### src/design/nibble_rle_cel_decoder_macros.svh
// ----------------------------------------------------------------------------
// nibble_rle_cel_decoder_macros
// Assertion macros for the cel decoder; empty when synthesizing.
// ----------------------------------------------------------------------------
`ifndef NIBBLE_RLE_CEL_DECODER_MACROS_SVH
`define NIBBLE_RLE_CEL_DECODER_MACROS_SVH

`ifndef SYNTHESIS
// same-cycle implication, sampled on clk, off during reset
`define NRCD_ASSERT_IMPL(lbl, ante, cons) \
  lbl: assert property (@(posedge clk) disable iff (!rst_n) (ante) |-> (cons)) \
    else $error("nrcd: implication check failed");
// next-cycle implication
`define NRCD_ASSERT_NEXT(lbl, ante, cons) \
  lbl: assert property (@(posedge clk) disable iff (!rst_n) (ante) |=> (cons)) \
    else $error("nrcd: next-cycle check failed");
`else
`define NRCD_ASSERT_IMPL(lbl, ante, cons)
`define NRCD_ASSERT_NEXT(lbl, ante, cons)
`endif

`endif

### src/design/nrcd_pkg.sv
// ----------------------------------------------------------------------------
// nrcd_pkg
// Types and constants of the nibble run-length cel decoder.
// ----------------------------------------------------------------------------
package nrcd_pkg;

  localparam int DATA_W      = 8;
  localparam int POS_W       = 30;
  localparam int DIM_W       = 16;
  localparam int KIND_W      = 3;
  localparam int ERR_W       = 2;
  localparam int OUT_TDATA_W = POS_W + DATA_W + 2 * DIM_W + 2 * DATA_W + ERR_W;

  // header byte order: width lo/hi, height lo/hi, hot x, hot y, key
  localparam logic [2:0] HDR_WIDTH_LO  = 3'd0;
  localparam logic [2:0] HDR_WIDTH_HI  = 3'd1;
  localparam logic [2:0] HDR_HEIGHT_LO = 3'd2;
  localparam logic [2:0] HDR_HEIGHT_HI = 3'd3;
  localparam logic [2:0] HDR_HOT_X     = 3'd4;
  localparam logic [2:0] HDR_HOT_Y     = 3'd5;
  localparam logic [2:0] HDR_KEY       = 3'd6;

  // positive dimensions fit 15 bits, so the product takes 15 shift-add steps
  localparam logic [3:0] MUL_LAST_STEP = 4'd14;

  localparam logic [KIND_W-1:0] KIND_HEADER   = 3'd0;
  localparam logic [KIND_W-1:0] KIND_PIXEL    = 3'd1;
  localparam logic [KIND_W-1:0] KIND_ERROR    = 3'd2;
  localparam logic [KIND_W-1:0] KIND_COMPLETE = 3'd3;
  localparam logic [KIND_W-1:0] KIND_EARLY    = 3'd4;

  localparam logic [ERR_W-1:0] ERR_CODE_DIM = 2'd0;
  localparam logic [ERR_W-1:0] ERR_CODE_RUN = 2'd1;
  localparam logic [ERR_W-1:0] ERR_CODE_HDR = 2'd2;

  typedef enum logic [1:0] {
    PH_HEADER,
    PH_RUN,
    PH_DONE
  } phase_t;

  typedef enum logic [2:0] {
    ST_IDLE,
    ST_HDR,
    ST_MUL,
    ST_CHK,
    ST_PIX,
    ST_TAIL
  } seq_state_t;

  // trailing result that closes the work on one byte
  typedef enum logic [2:0] {
    TL_NONE,
    TL_COMPLETE,
    TL_EARLY,
    TL_ERR_DIM,
    TL_ERR_RUN,
    TL_ERR_HDR
  } tail_t;

endpackage

### src/design/nibble_rle_cel_decoder.sv
// Header bytes 1 to 6 are stored; an end_of_cel that cuts the header short adds an error beat.
// Header byte 7: header beat, then an error beat, or 15 multiply steps for
// width*height on the shared 31-bit adder and an optional trailing beat.
// Run byte: a check state on the same adder, one pixel beat per cycle unless the output
// stalls, and a trailing beat when due. Synchronous active-low reset
// returns to the header phase and sets transparent_index to 255.
// ----------------------------------------------------------------------------
// nibble_rle_cel_decoder
// Expands a 4-bit-count / 4-bit-color run-length sprite cel into pixel beats.
// ----------------------------------------------------------------------------
`include "nibble_rle_cel_decoder_macros.svh"

module nibble_rle_cel_decoder (
  input  logic                                 clk,
  input  logic                                 rst_n,
  input  logic                                 cfg_we,
  input  logic [nrcd_pkg::DATA_W-1:0]          cfg_wdata,   // transparent_index
  input  logic                                 in_tvalid,
  output logic                                 in_tready,
  input  logic [nrcd_pkg::DATA_W-1:0]          in_tdata,    // data_byte
  input  logic                                 in_tlast,    // end_of_cel
  output logic                                 out_tvalid,
  input  logic                                 out_tready,
  // pixel_pos, pixel_color, cel_width, cel_height, hot_x, hot_y, error_code
  output logic [nrcd_pkg::OUT_TDATA_W-1:0]     out_tdata,
  output logic [nrcd_pkg::KIND_W-1:0]          out_tuser,   // kind
  output logic                                 out_tlast    // last
);

  nrcd_pkg::seq_state_t state_r, state_nxt;
  nrcd_pkg::phase_t     phase_r, phase_nxt;
  nrcd_pkg::tail_t      tail_r, tail_nxt, chk_tail;

  logic [2:0]                      hdr_idx_r, hdr_idx_nxt;
  logic [nrcd_pkg::DIM_W-1:0]      width_r, width_nxt;
  logic [nrcd_pkg::DIM_W-1:0]      height_r, height_nxt;
  logic [nrcd_pkg::DATA_W-1:0]     hotx_r, hotx_nxt;
  logic [nrcd_pkg::DATA_W-1:0]     hoty_r, hoty_nxt;
  logic [nrcd_pkg::DATA_W-1:0]     key_r, key_nxt;
  logic [nrcd_pkg::DATA_W-1:0]     tidx_r;
  logic [nrcd_pkg::POS_W-1:0]      total_r, total_nxt;
  logic [nrcd_pkg::POS_W-1:0]      wpos_r, wpos_nxt;
  logic [3:0]                      cnt_r, cnt_nxt;
  logic [3:0]                      step_r, step_nxt;
  logic [nrcd_pkg::DATA_W-1:0]     color_r, color_nxt;
  logic                            eoc_r, eoc_nxt;

  logic                            out_tvalid_r;
  logic [nrcd_pkg::OUT_TDATA_W-1:0] out_tdata_r;
  logic [nrcd_pkg::KIND_W-1:0]     out_tuser_r;
  logic                            out_tlast_r;

  logic                            in_acc;
  logic                            out_free;
  logic                            emit;
  logic [nrcd_pkg::KIND_W-1:0]     o_kind;
  logic [nrcd_pkg::POS_W-1:0]      o_pos;
  logic [nrcd_pkg::DATA_W-1:0]     o_color;
  logic [nrcd_pkg::DIM_W-1:0]      o_width;
  logic [nrcd_pkg::DIM_W-1:0]      o_height;
  logic [nrcd_pkg::DATA_W-1:0]     o_hotx;
  logic [nrcd_pkg::DATA_W-1:0]     o_hoty;
  logic [nrcd_pkg::ERR_W-1:0]      o_err;
  logic                            o_last;

  logic [nrcd_pkg::POS_W-1:0]      alu_a, alu_b;
  logic [nrcd_pkg::POS_W:0]        alu_sum;
  logic                            dims_bad;
  logic                            run_over;
  logic                            run_full;
  logic [nrcd_pkg::DATA_W-1:0]     color_in;

  assign in_tready  = (state_r == nrcd_pkg::ST_IDLE);
  assign in_acc     = in_tvalid && in_tready;
  assign out_free   = !out_tvalid_r || out_tready;

  assign out_tvalid = out_tvalid_r;
  assign out_tdata  = out_tdata_r;
  assign out_tuser  = out_tuser_r;
  assign out_tlast  = out_tlast_r;

  // shared adder: product accumulate, run-end check, position increment
  always_comb begin
    unique case (state_r)
      nrcd_pkg::ST_MUL: begin
        alu_a = total_r;
        alu_b = wpos_r;
      end
      nrcd_pkg::ST_CHK: begin
        alu_a = wpos_r;
        alu_b = {{(nrcd_pkg::POS_W-4){1'b0}}, cnt_r};
      end
      default: begin
        alu_a = wpos_r;
        alu_b = {{(nrcd_pkg::POS_W-1){1'b0}}, 1'b1};
      end
    endcase
    alu_sum = {1'b0, alu_a} + {1'b0, alu_b};
  end

  assign dims_bad = width_r[nrcd_pkg::DIM_W-1] || (width_r == '0) ||
                    height_r[nrcd_pkg::DIM_W-1] || (height_r == '0);
  assign run_over = alu_sum > {1'b0, total_r};
  assign run_full = (alu_sum[nrcd_pkg::POS_W-1:0] == total_r) && !run_over;
  assign color_in = {4'b0000, in_tdata[3:0]};

  always_comb begin
    if (run_full) begin
      chk_tail = nrcd_pkg::TL_COMPLETE;
    end else if (eoc_r) begin
      chk_tail = nrcd_pkg::TL_EARLY;
    end else begin
      chk_tail = nrcd_pkg::TL_NONE;
    end
  end

  // next state
  always_comb begin
    state_nxt = state_r;
    unique case (state_r)
      nrcd_pkg::ST_IDLE: begin
        if (in_acc) begin
          unique case (phase_r)
            nrcd_pkg::PH_HEADER: begin
              if (hdr_idx_r == nrcd_pkg::HDR_KEY) state_nxt = nrcd_pkg::ST_HDR;
              else if (in_tlast)                  state_nxt = nrcd_pkg::ST_TAIL;
            end
            nrcd_pkg::PH_RUN: state_nxt = nrcd_pkg::ST_CHK;
            default:          state_nxt = nrcd_pkg::ST_IDLE;
          endcase
        end
      end
      nrcd_pkg::ST_HDR: begin
        if (out_free) begin
          state_nxt = (tail_r == nrcd_pkg::TL_ERR_DIM) ? nrcd_pkg::ST_TAIL : nrcd_pkg::ST_MUL;
        end
      end
      nrcd_pkg::ST_MUL: begin
        if (step_r == nrcd_pkg::MUL_LAST_STEP) begin
          state_nxt = (tail_r == nrcd_pkg::TL_NONE) ? nrcd_pkg::ST_IDLE : nrcd_pkg::ST_TAIL;
        end
      end
      nrcd_pkg::ST_CHK: begin
        if (run_over)                          state_nxt = nrcd_pkg::ST_TAIL;
        else if (cnt_r != 4'd0)                state_nxt = nrcd_pkg::ST_PIX;
        else if (chk_tail != nrcd_pkg::TL_NONE) state_nxt = nrcd_pkg::ST_TAIL;
        else                                   state_nxt = nrcd_pkg::ST_IDLE;
      end
      nrcd_pkg::ST_PIX: begin
        if (out_free && cnt_r == 4'd1) begin
          state_nxt = (tail_r == nrcd_pkg::TL_NONE) ? nrcd_pkg::ST_IDLE : nrcd_pkg::ST_TAIL;
        end
      end
      nrcd_pkg::ST_TAIL: begin
        if (out_free) state_nxt = nrcd_pkg::ST_IDLE;
      end
      default: state_nxt = nrcd_pkg::ST_IDLE;
    endcase
  end

  // datapath and result beats
  always_comb begin
    phase_nxt   = phase_r;
    hdr_idx_nxt = hdr_idx_r;
    width_nxt   = width_r;
    height_nxt  = height_r;
    hotx_nxt    = hotx_r;
    hoty_nxt    = hoty_r;
    key_nxt     = key_r;
    total_nxt   = total_r;
    wpos_nxt    = wpos_r;
    cnt_nxt     = cnt_r;
    step_nxt    = step_r;
    color_nxt   = color_r;
    eoc_nxt     = eoc_r;
    tail_nxt    = tail_r;
    emit        = 1'b0;
    o_kind      = nrcd_pkg::KIND_HEADER;
    o_pos       = '0;
    o_color     = '0;
    o_width     = '0;
    o_height    = '0;
    o_hotx      = '0;
    o_hoty      = '0;
    o_err       = '0;
    o_last      = 1'b0;

    unique case (state_r)
      nrcd_pkg::ST_IDLE: begin
        if (in_acc) begin
          eoc_nxt = in_tlast;
          unique case (phase_r)
            nrcd_pkg::PH_HEADER: begin
              unique case (hdr_idx_r)
                nrcd_pkg::HDR_WIDTH_LO:  width_nxt[7:0]   = in_tdata;
                nrcd_pkg::HDR_WIDTH_HI:  width_nxt[15:8]  = in_tdata;
                nrcd_pkg::HDR_HEIGHT_LO: height_nxt[7:0]  = in_tdata;
                nrcd_pkg::HDR_HEIGHT_HI: height_nxt[15:8] = in_tdata;
                nrcd_pkg::HDR_HOT_X:     hotx_nxt         = in_tdata;
                nrcd_pkg::HDR_HOT_Y:     hoty_nxt         = in_tdata;
                default:                 key_nxt          = in_tdata;
              endcase
              if (hdr_idx_r == nrcd_pkg::HDR_KEY) begin
                hdr_idx_nxt = '0;
                if (dims_bad)      tail_nxt = nrcd_pkg::TL_ERR_DIM;
                else if (in_tlast) tail_nxt = nrcd_pkg::TL_EARLY;
                else               tail_nxt = nrcd_pkg::TL_NONE;
                if (in_tlast)      phase_nxt = nrcd_pkg::PH_HEADER;
                else if (dims_bad) phase_nxt = nrcd_pkg::PH_DONE;
                else               phase_nxt = nrcd_pkg::PH_RUN;
              end else if (in_tlast) begin
                hdr_idx_nxt = '0;
                tail_nxt    = nrcd_pkg::TL_ERR_HDR;
              end else begin
                hdr_idx_nxt = hdr_idx_r + 3'd1;
              end
            end
            nrcd_pkg::PH_RUN: begin
              cnt_nxt   = in_tdata[7:4];
              color_nxt = (color_in == key_r) ? tidx_r : color_in;
            end
            default: begin
              if (in_tlast) begin
                phase_nxt   = nrcd_pkg::PH_HEADER;
                hdr_idx_nxt = '0;
              end
            end
          endcase
        end
      end
      nrcd_pkg::ST_HDR: begin
        if (out_free) begin
          emit     = 1'b1;
          o_kind   = nrcd_pkg::KIND_HEADER;
          o_width  = width_r;
          o_height = height_r;
          o_hotx   = hotx_r;
          o_hoty   = hoty_r;
          o_last   = (tail_r == nrcd_pkg::TL_NONE);
          // multiplicand rides in the position register until the product is done
          wpos_nxt  = {{(nrcd_pkg::POS_W-nrcd_pkg::DIM_W){1'b0}}, width_r};
          total_nxt = '0;
          step_nxt  = '0;
        end
      end
      nrcd_pkg::ST_MUL: begin
        if (height_r[step_r]) total_nxt = alu_sum[nrcd_pkg::POS_W-1:0];
        wpos_nxt = {wpos_r[nrcd_pkg::POS_W-2:0], 1'b0};
        step_nxt = step_r + 4'd1;
        if (step_r == nrcd_pkg::MUL_LAST_STEP) wpos_nxt = '0;
      end
      nrcd_pkg::ST_CHK: begin
        tail_nxt = run_over ? nrcd_pkg::TL_ERR_RUN : chk_tail;
        if (eoc_r)                     phase_nxt = nrcd_pkg::PH_HEADER;
        else if (run_over || run_full) phase_nxt = nrcd_pkg::PH_DONE;
        else                           phase_nxt = nrcd_pkg::PH_RUN;
      end
      nrcd_pkg::ST_PIX: begin
        if (out_free) begin
          emit     = 1'b1;
          o_kind   = nrcd_pkg::KIND_PIXEL;
          o_pos    = wpos_r;
          o_color  = color_r;
          o_last   = (cnt_r == 4'd1) && (tail_r == nrcd_pkg::TL_NONE);
          wpos_nxt = alu_sum[nrcd_pkg::POS_W-1:0];
          cnt_nxt  = cnt_r - 4'd1;
        end
      end
      nrcd_pkg::ST_TAIL: begin
        if (out_free) begin
          emit   = 1'b1;
          o_last = 1'b1;
          unique case (tail_r)
            nrcd_pkg::TL_COMPLETE: o_kind = nrcd_pkg::KIND_COMPLETE;
            nrcd_pkg::TL_ERR_DIM: begin
              o_kind = nrcd_pkg::KIND_ERROR;
              o_err  = nrcd_pkg::ERR_CODE_DIM;
            end
            nrcd_pkg::TL_ERR_RUN: begin
              o_kind = nrcd_pkg::KIND_ERROR;
              o_err  = nrcd_pkg::ERR_CODE_RUN;
            end
            nrcd_pkg::TL_ERR_HDR: begin
              o_kind = nrcd_pkg::KIND_ERROR;
              o_err  = nrcd_pkg::ERR_CODE_HDR;
            end
            default: o_kind = nrcd_pkg::KIND_EARLY;
          endcase
        end
      end
      default: begin
        emit = 1'b0;
      end
    endcase
  end

  always_ff @(posedge clk) begin
    if (!rst_n) begin
      state_r      <= nrcd_pkg::ST_IDLE;
      phase_r      <= nrcd_pkg::PH_HEADER;
      hdr_idx_r    <= '0;
      tail_r       <= nrcd_pkg::TL_NONE;
      tidx_r       <= '1;
      width_r      <= '0;
      height_r     <= '0;
      key_r        <= '0;
      total_r      <= '0;
      wpos_r       <= '0;
      out_tvalid_r <= 1'b0;
    end else begin
      state_r   <= state_nxt;
      phase_r   <= phase_nxt;
      hdr_idx_r <= hdr_idx_nxt;
      tail_r    <= tail_nxt;
      width_r   <= width_nxt;
      height_r  <= height_nxt;
      key_r     <= key_nxt;
      total_r   <= total_nxt;
      wpos_r    <= wpos_nxt;
      if (cfg_we) tidx_r <= cfg_wdata;
      if (emit)            out_tvalid_r <= 1'b1;
      else if (out_tready) out_tvalid_r <= 1'b0;
    end
  end

  always_ff @(posedge clk) begin
    hotx_r  <= hotx_nxt;
    hoty_r  <= hoty_nxt;
    cnt_r   <= cnt_nxt;
    step_r  <= step_nxt;
    color_r <= color_nxt;
    eoc_r   <= eoc_nxt;
    if (emit) begin
      out_tdata_r <= {o_err, o_hoty, o_hotx, o_height, o_width, o_color, o_pos};
      out_tuser_r <= o_kind;
      out_tlast_r <= o_last;
    end
  end

  `NRCD_ASSERT_IMPL(a_pix_cnt_nonzero, state_r == nrcd_pkg::ST_PIX, cnt_r != 4'd0)
  `NRCD_ASSERT_IMPL(a_pix_in_range,
                    out_tvalid_r && out_tuser_r == nrcd_pkg::KIND_PIXEL,
                    out_tdata_r[nrcd_pkg::POS_W-1:0] < total_r)
  `NRCD_ASSERT_IMPL(a_wpos_bound,
                    state_r == nrcd_pkg::ST_IDLE && phase_r == nrcd_pkg::PH_RUN,
                    wpos_r <= total_r)
  `NRCD_ASSERT_IMPL(a_mul_tail, state_r == nrcd_pkg::ST_MUL,
                    tail_r == nrcd_pkg::TL_NONE || tail_r == nrcd_pkg::TL_EARLY)
  `NRCD_ASSERT_IMPL(a_error_is_last,
                    out_tvalid_r && out_tuser_r == nrcd_pkg::KIND_ERROR, out_tlast_r)
  `NRCD_ASSERT_NEXT(a_run_goes_check, in_acc && phase_r == nrcd_pkg::PH_RUN,
                    state_r == nrcd_pkg::ST_CHK)

endmodule

### config.mk
export PLATFORM = sky130hd
export DESIGN_NAME = nibble_rle_cel_decoder
export DESIGN_NICKNAME = d
export VERILOG_FILES = /design/src/design/nrcd_pkg.sv /design/src/design/nibble_rle_cel_decoder.sv
export VERILOG_INCLUDE_DIRS = /design/src /design/src/design
export SDC_FILE = /design/constraint.sdc
export NUM_CORES = 1
export LEC_CHECK = 0
export BUFFER_PORTS_ARGS = -buffer_cell sky130_fd_sc_hd__buf_2
export CORE_AREA = 10 10 190 192
export DETAILED_ROUTE_END_ITERATION = 10
export DIE_AREA = 0 0 200 202
export SLEW_MARGIN = 20
export SYNTH_ARGS = -nofsm -noshare
export SYNTH_HDL_FRONTEND = slang
export SYNTH_SLANG_ARGS = --single-unit
### constraint.sdc
create_clock -name clk -period 10.66 [get_ports clk]
set_input_delay 0 -clock clk [delete_from_list [all_inputs] [get_ports clk]]
set_output_delay 0 -clock clk [all_outputs]
set_load 0.03 [all_outputs]
== Word level (Yosys, flattened, before mapping) ==
Cells that the tools add are included.
W data, S select, Z words.

* Register bits after elaboration: 245
* Output and inout port bits: 94
* Logic and storage cells: 181
* Bits of input ports: 22

* Muxes and demuxes: 66
* Eq/ne operators: 34
* Bitwise operators: 2
* Reductions and logical operators: 48
* $lt $le $gt $ge: 2
* $add $sub $neg: 4

{| class="wikitable"
|+ Operator list
! cell !! number
|-
| $mux W30 || 6
|-
| $pmux W30 S2 || 2
|-
| $pmux W30 S3 || 1
|-
| $mux W3 || 20
|-
| $reduce_and A4 Y1 || 10
|-
| $logic_not A16 Y1 || 2
|-
| $add A30 B30 Y31 || 1
|-
| $gt A31 B30 Y1 || 1
|-
| $eq A30 B30 Y1 || 1
|-
| $pmux W3 S2 || 5
|-
| $mux W2 || 11
|-
| $eq A3 B3 Y1 const B || 7
|-
| $mux W4 || 5
|-
| $pmux W3 S6 || 1
|-
| $pmux W4 S2 || 2
|-
| $eq A3 B2 Y1 const B || 5
|-
| $ne A2 B2 Y1 const B || 7
|-
| $pmux W2 S2 || 3
|-
| $reduce_and A2 Y1 || 5
|-
| $reduce_bool A2 Y1 || 5
|-
| $eq A3 B1 Y1 const B || 3
|-
| $logic_not A3 Y1 || 3
|-
| $reduce_and A3 Y1 || 3
|-
| $eq A4 B8 Y1 || 1
|-
| 25 further kinds || 46
|}

== Depth between registers and ports, before layout ==
* Word-level depth: 12
* Depth in mapped cells: 25
* Gate-level depth less buffers: 22

== Worst setup path after synthesis ==
OpenSTA, ideal clock, no wires.

* Path type: flip-flop to flip-flop
* Start: reg state_r[2]
* End: reg out_tdata_r (netlist bit out_tdata[0]), enable pin
* Data required time: 10.004 ns
* Path buffers: 3
* Arrival: 7.112 ns
* Slack: 2.892 ns
* Cell stages (with the launch flop): 6
* Setup time: 0.656 ns
* Clock period less this slack: 7.768 ns
* Cell sequence: dfxtp_1 -> buf_2 -> nor2_1 -> buf_1 -> clkbuf_1 -> nor3_1

* Cells in the longest elaborated chain, start to end: 3
* Elaborated cells on any way between the ends: 5
* Those cells by class: eq/ne (3); mux (1); reduce/logical (1)

{| class="wikitable"
|+ Ends and longest elaborated chain
! item !! line !! text
|-
| from (decl) || nibble_rle_cel_decoder.sv:30 || <nowiki>nrcd_pkg::seq_state_t state_r, state_nxt;</nowiki>
|-
| from (signal assigned) || nibble_rle_cel_decoder.sv:299 || <nowiki>state_r <= nrcd_pkg::ST_IDLE;</nowiki>
|-
| from (signal assigned) || nibble_rle_cel_decoder.sv:311 || <nowiki>state_r <= state_nxt;</nowiki>
|-
| $eq A3 B3 Y1 or $eq A3 B1 Y1 (tied branches) || nibble_rle_cel_decoder.sv:188 || <nowiki>unique case (state_r)</nowiki>
|-
| $reduce_or A3 Y1 (no source line) (*) || -- ||
|-
| $mux W1 (*) || -- ||
|-
| via emit || nibble_rle_cel_decoder.sv:55 || <nowiki>logic emit;</nowiki>
|-
| to (signal assigned) || nibble_rle_cel_decoder.sv:334 || <nowiki>out_tdata_r <= {o_err, o_hoty, o_hotx, o_height, o_width, o_color, o_pos};</nowiki>
|-
| to (decl) || nibble_rle_cel_decoder.sv:49 || <nowiki>logic [nrcd_pkg::OUT_TDATA_W-1:0] out_tdata_r;</nowiki>
|}

The timed path passes the listed nets; every way through them passes the cells marked *.
A chain may end at the register's enable or synchronous reset.

== Worst setup path after layout ==
* Start: reg state_r[1]
* End: reg tail_r[1]

* Cells in the longest elaborated chain, start to end: 9
* Elaborated cells on any way between the ends: 19
* Those cells by class: add/sub (1); order compare (1); eq/ne (6); mux (5); reduce/logical (6)

{| class="wikitable"
|+ Ends and longest elaborated chain
! item !! line !! text
|-
| $eq A3 B2 Y1 (on tied branches) || nibble_rle_cel_decoder.sv:84, nibble_rle_cel_decoder.sv:188 ||
|-
| $pmux W30 S2 or $mux W30 (tied branches) || nibble_rle_cel_decoder.sv:84 || <nowiki>unique case (state_r)</nowiki>
|-
| $add A30 B30 Y31 || nibble_rle_cel_decoder.sv:98 || <nowiki>alu_sum = {1'b0, alu_a} + {1'b0, alu_b};</nowiki>
|-
| $gt A31 B30 Y1 || nibble_rle_cel_decoder.sv:103 || <nowiki>assign run_over = alu_sum > {1'b0, total_r};</nowiki>
|-
| $logic_not A1 Y1 || nibble_rle_cel_decoder.sv:104 || <nowiki>assign run_full = (alu_sum[nrcd_pkg::POS_W-1:0] == total_r) && !run_over;</nowiki>
|-
| $logic_and A1 B1 Y1 || nibble_rle_cel_decoder.sv:104 ||
|-
| $mux W2 || nibble_rle_cel_decoder.sv:108 || <nowiki>if (run_full) begin</nowiki>
|-
| $mux W3 || nibble_rle_cel_decoder.sv:253 || <nowiki>tail_nxt = run_over ? nrcd_pkg::TL_ERR_RUN : chk_tail;</nowiki>
|-
| $pmux W3 S2 || nibble_rle_cel_decoder.sv:188 ||
|-
| to (signal assigned) || nibble_rle_cel_decoder.sv:302 || <nowiki>tail_r <= nrcd_pkg::TL_NONE;</nowiki>
|-
| to (signal assigned) || nibble_rle_cel_decoder.sv:314 || <nowiki>tail_r <= tail_nxt;</nowiki>
|-
| to (decl) || nibble_rle_cel_decoder.sv:32 || <nowiki>nrcd_pkg::tail_t tail_r, tail_nxt, chk_tail;</nowiki>
|}

Parallel ways exist; a longest one is shown, timed or not.

==> impl_metrics.env <==
export IMPL_fin_crit_ns=5.884
export IMPL_place_hpwl_mm=24.04
export IMPL_cts_buffers_inserted=28
export IMPL_status="completed"
export IMPL_p_int_mw=2.129
export IMPL_crit_chain="buf_4, nor2b_1, and2_1, a21oi_1, ha_1, inv_1, fa_1, nor2b_4, o31a_4, o21ai_4, a211oi_1, o31ai_1, xnor2_1, ha_1, a21o_1, a21o_1, a221o_1, a221o_1, a21oi_1, o21ai_0, or4_1, a211oi_2"
export IMPL_drt_wl_total_mm=35.43
export IMPL_antenna_found_initial=0
export IMPL_netlist_instances=1310
export IMPL_num_vias=10360
export IMPL_async_reset_ff_frac=0
export IMPL_root_buffer="clkbuf_16"
export IMPL_synth_flop_cell="edfxtp_1"
export IMPL_design_core_area_um2=32290
export IMPL_setup_violations_final=0
export IMPL_leakage_nw=6.103
export IMPL_finalMaxSlewViolations=0
export IMPL_die_x_um=200
export IMPL_row_count=66
export IMPL_wl_per_cell_um=18.78
export IMPL_tns_ns=0
export IMPL_max_slew_worst_pin_slew_ns=1.041
export IMPL_grt_pass1_vias=10009
export IMPL_synth_edff_count=125
export IMPL_pwr_density_cell_nw_per_um2=236.9
export IMPL_cts_tree="built"
export IMPL_required_ns=11.12
export IMPL_synth_top_area_cell="edfxtp_1"
export IMPL_clkLatencyLatePin_ns=0.55
export IMPL_die_height_um=202
export IMPL_drc_errors=0
export IMPL_multi_input_area_um2=6146
export IMPL_htreeDepth=1
export IMPL_synth_area_leaders="edfxtp_1 29%, dfxtp_1 19%, ha_1 6.8%, and3_1 3.7%, nand2_1 3.7%"
export IMPL_worst_hold_path_type="in2reg"
export IMPL_cpPeakStageDelay_ns=0.51
export IMPL_r2r_slack_ns=4.78
export IMPL_crit_path_end_kind="flop"
export IMPL_rsz0062_at_grt="no"
export IMPL_postRouteAntennaNets=0
export IMPL_grt_pass1_wl_mm=56.24
export IMPL_track_usage=0.1717
export IMPL_clock_skew_ns=0.02099
export IMPL_regArea_um2=6156
export IMPL_overflow=0
export IMPL_drtIter0Drc=910
export IMPL_ys_seq_area_frac=0.4814
export IMPL_yosysTopAreaCellShare=0.2935
export IMPL_cap_violations=0
export IMPL_slew_headroom=0.3050
export IMPL_fillers=3084
export IMPL_io_pins=116
export IMPL_globalplace_congestion=0.8837
export IMPL_synthToLayoutAreaGrowth_pct=16.93
export IMPL_drive_above_1_share=0.1447
export IMPL_p_comb_frac=0.362
export IMPL_cts_buffer_depth=3
export IMPL_p_sw_mw=1.413
export IMPL_nNetsFinal=1514
export IMPL_fmax_ghz=0.1700
export IMPL_seqPwrFrac=0.380
export IMPL_final_cell_mix="125 x nand2_1, 125 x edfxtp_1, 120 x dfxtp_1, 115 x buf_2, 92 x a21oi_1"
export IMPL_start_util=0.3961
export IMPL_power_share_clock=0.258
export IMPL_clk_pin_slew_ns=0.06
export IMPL_cts_sinks=245
export IMPL_whs_ns=0.02751
export IMPL_hold_violations=0
export IMPL_viasPerCell=5.493
export IMPL_crit_fanout=38
export IMPL_post_route_period_util=0.5520
export IMPL_yosysUniqueCellTypes=74
export IMPL_slowest_stage="and2_1"
export IMPL_irDropWorstVdd_uv=237.7
export IMPL_syn_nets=1402
export IMPL_ys_ff_latch=245
export IMPL_p_sw_frac=0.3989
export IMPL_crit_type="reg2reg"
export IMPL_synth_area_um2=12790
export IMPL_first_pass_iters=6
export IMPL_grt_max_degree=90
export IMPL_port_buffers=115
export IMPL_worstSetupStartpointType="flop"
export IMPL_ys_warn_count=0
export IMPL_antenna_cells=0
export IMPL_critPathArrivalTime_ns=6.34
export IMPL_synth_area_per_cell_um2=9.762
export IMPL_dieArea_um2=40400
## per-layer routing
metal	global-route usage	routed length, µm	vias to the layer above
li1	-	-	5010
met1	0.2453	16770	5002
met2	0.2631	15590	298
met3	0.02708	2269	50
met4	0.04436	794	0
met5	0	0	-
## state kept, by name, summed over array words and instances, names as in the netlist
register,flops
out_tdata,88
out_tlast,1
key_r,8
color_r,8
tail_r,3
hotx_r,8
height_r,16
hoty_r,8
phase_r,2
out_tuser,3
out_tvalid,1
hdr_idx_r,3
wpos_r,30
total_r,30
eoc_r,1
tidx_r,8
cnt_r,4
width_r,16
state_r,3
step_r,4
## cell usage after synthesis (all sizes together), types with 13 or more instances
cell type,instances
a21o,19
a21oi,96
a22o,13
a22oi,34
and2,61
and3,77
buf,20
clkbuf,60
dfxtp,120
edfxtp,125
ha,69
inv,52
mux2i,21
nand2,126
nand3,44
nand4,13
nor2,93
nor3,26
nor4,14
o21ai,62
xnor2,21
xor2,13
## worst paths after layout
check | end | startpoint | depth (start not counted)
setup / recovery | tail_r[1]$_SDFFE_PN0P_ | state_r[1]$_SDFFE_PN0P_ | 22
hold reg to reg | total_r[22]$_SDFFE_PN0P_ | total_r[22]$_SDFFE_PN0P_ | 2
setup reg to reg | tail_r[1]$_SDFFE_PN0P_ | state_r[1]$_SDFFE_PN0P_ | 22
hold / removal | tail_r[2]$_SDFFE_PN0P_ | rst_n | 3
## critical path, delay by kind of cell (launching register included)
kind / cells / cell delay [ns]
AOI/OAI and AO/OA: 12 / 2.61
and+or+nand+nor: 4 / 1.34
adders and majority gates: 3 / 0.79
buffers and inverters: 2 / 0.44
DFF: 1 / 0.38
xor gates and xnor gates: 1 / 0.23
## through the flow
step	instances	instance area [µm²]	setup slack, ns	util	total power [mW]
after global placement	1799	13710	4.859	0.4246	2.625
after global routing	1886	14950	4.364	0.4631	3.753
after floorplan	1310	12790	2.892	-	2.266
after CTS	1886	14950	4.655	0.4630	3.575
final	1886	14950	4.776	0.4631	3.542
after detailed placement	1799	13710	4.677	0.4246	2.636
## kinds of logic after synthesis
group                      count (synthesis)  synth area share
AOI/OAI and AO/OA                        305            0.1608
and+or+nand+nor                          493            0.1951
muxes                                     31           0.02964
DFF                                      245            0.4814
xor gates and xnor gates                  34           0.02329
buffers and inverters                    132           0.04070
adders and majority gates                 70           0.06907
## power groups by stage
stage / clock network (mW) / logic, mW / registers (mW)
final: 0.914 / 1.28 / 1.35
after CTS: 0.939 / 1.29 / 1.35
after global routing: 0.975 / 1.41 / 1.37
after detailed placement: 0 / 1.27 / 1.36
after floorplan: 0 / 0.656 / 1.61
after global placement: 0 / 1.26 / 1.36
## area by class of cell
type / count / share of cell area
multi-input combinational: 933 / 0.4110
timing repair buffer: 162 / 0.06794
clock buffer: 37 / 0.05456
tap: 442 / 0.03698
inverter: 52 / 0.01305
clock inverter: 15 / 0.004769
sequential: 245 / 0.4117
## timing repair
action                                 CTS  global route
endpoints found under the hold margin   75             0
buffers inserted                         0             0
hold buffers                            35             0
resized for setup                        0             0
setup endpoints to repair                0             0
Note: power is estimated with default switching activity, not from simulation.
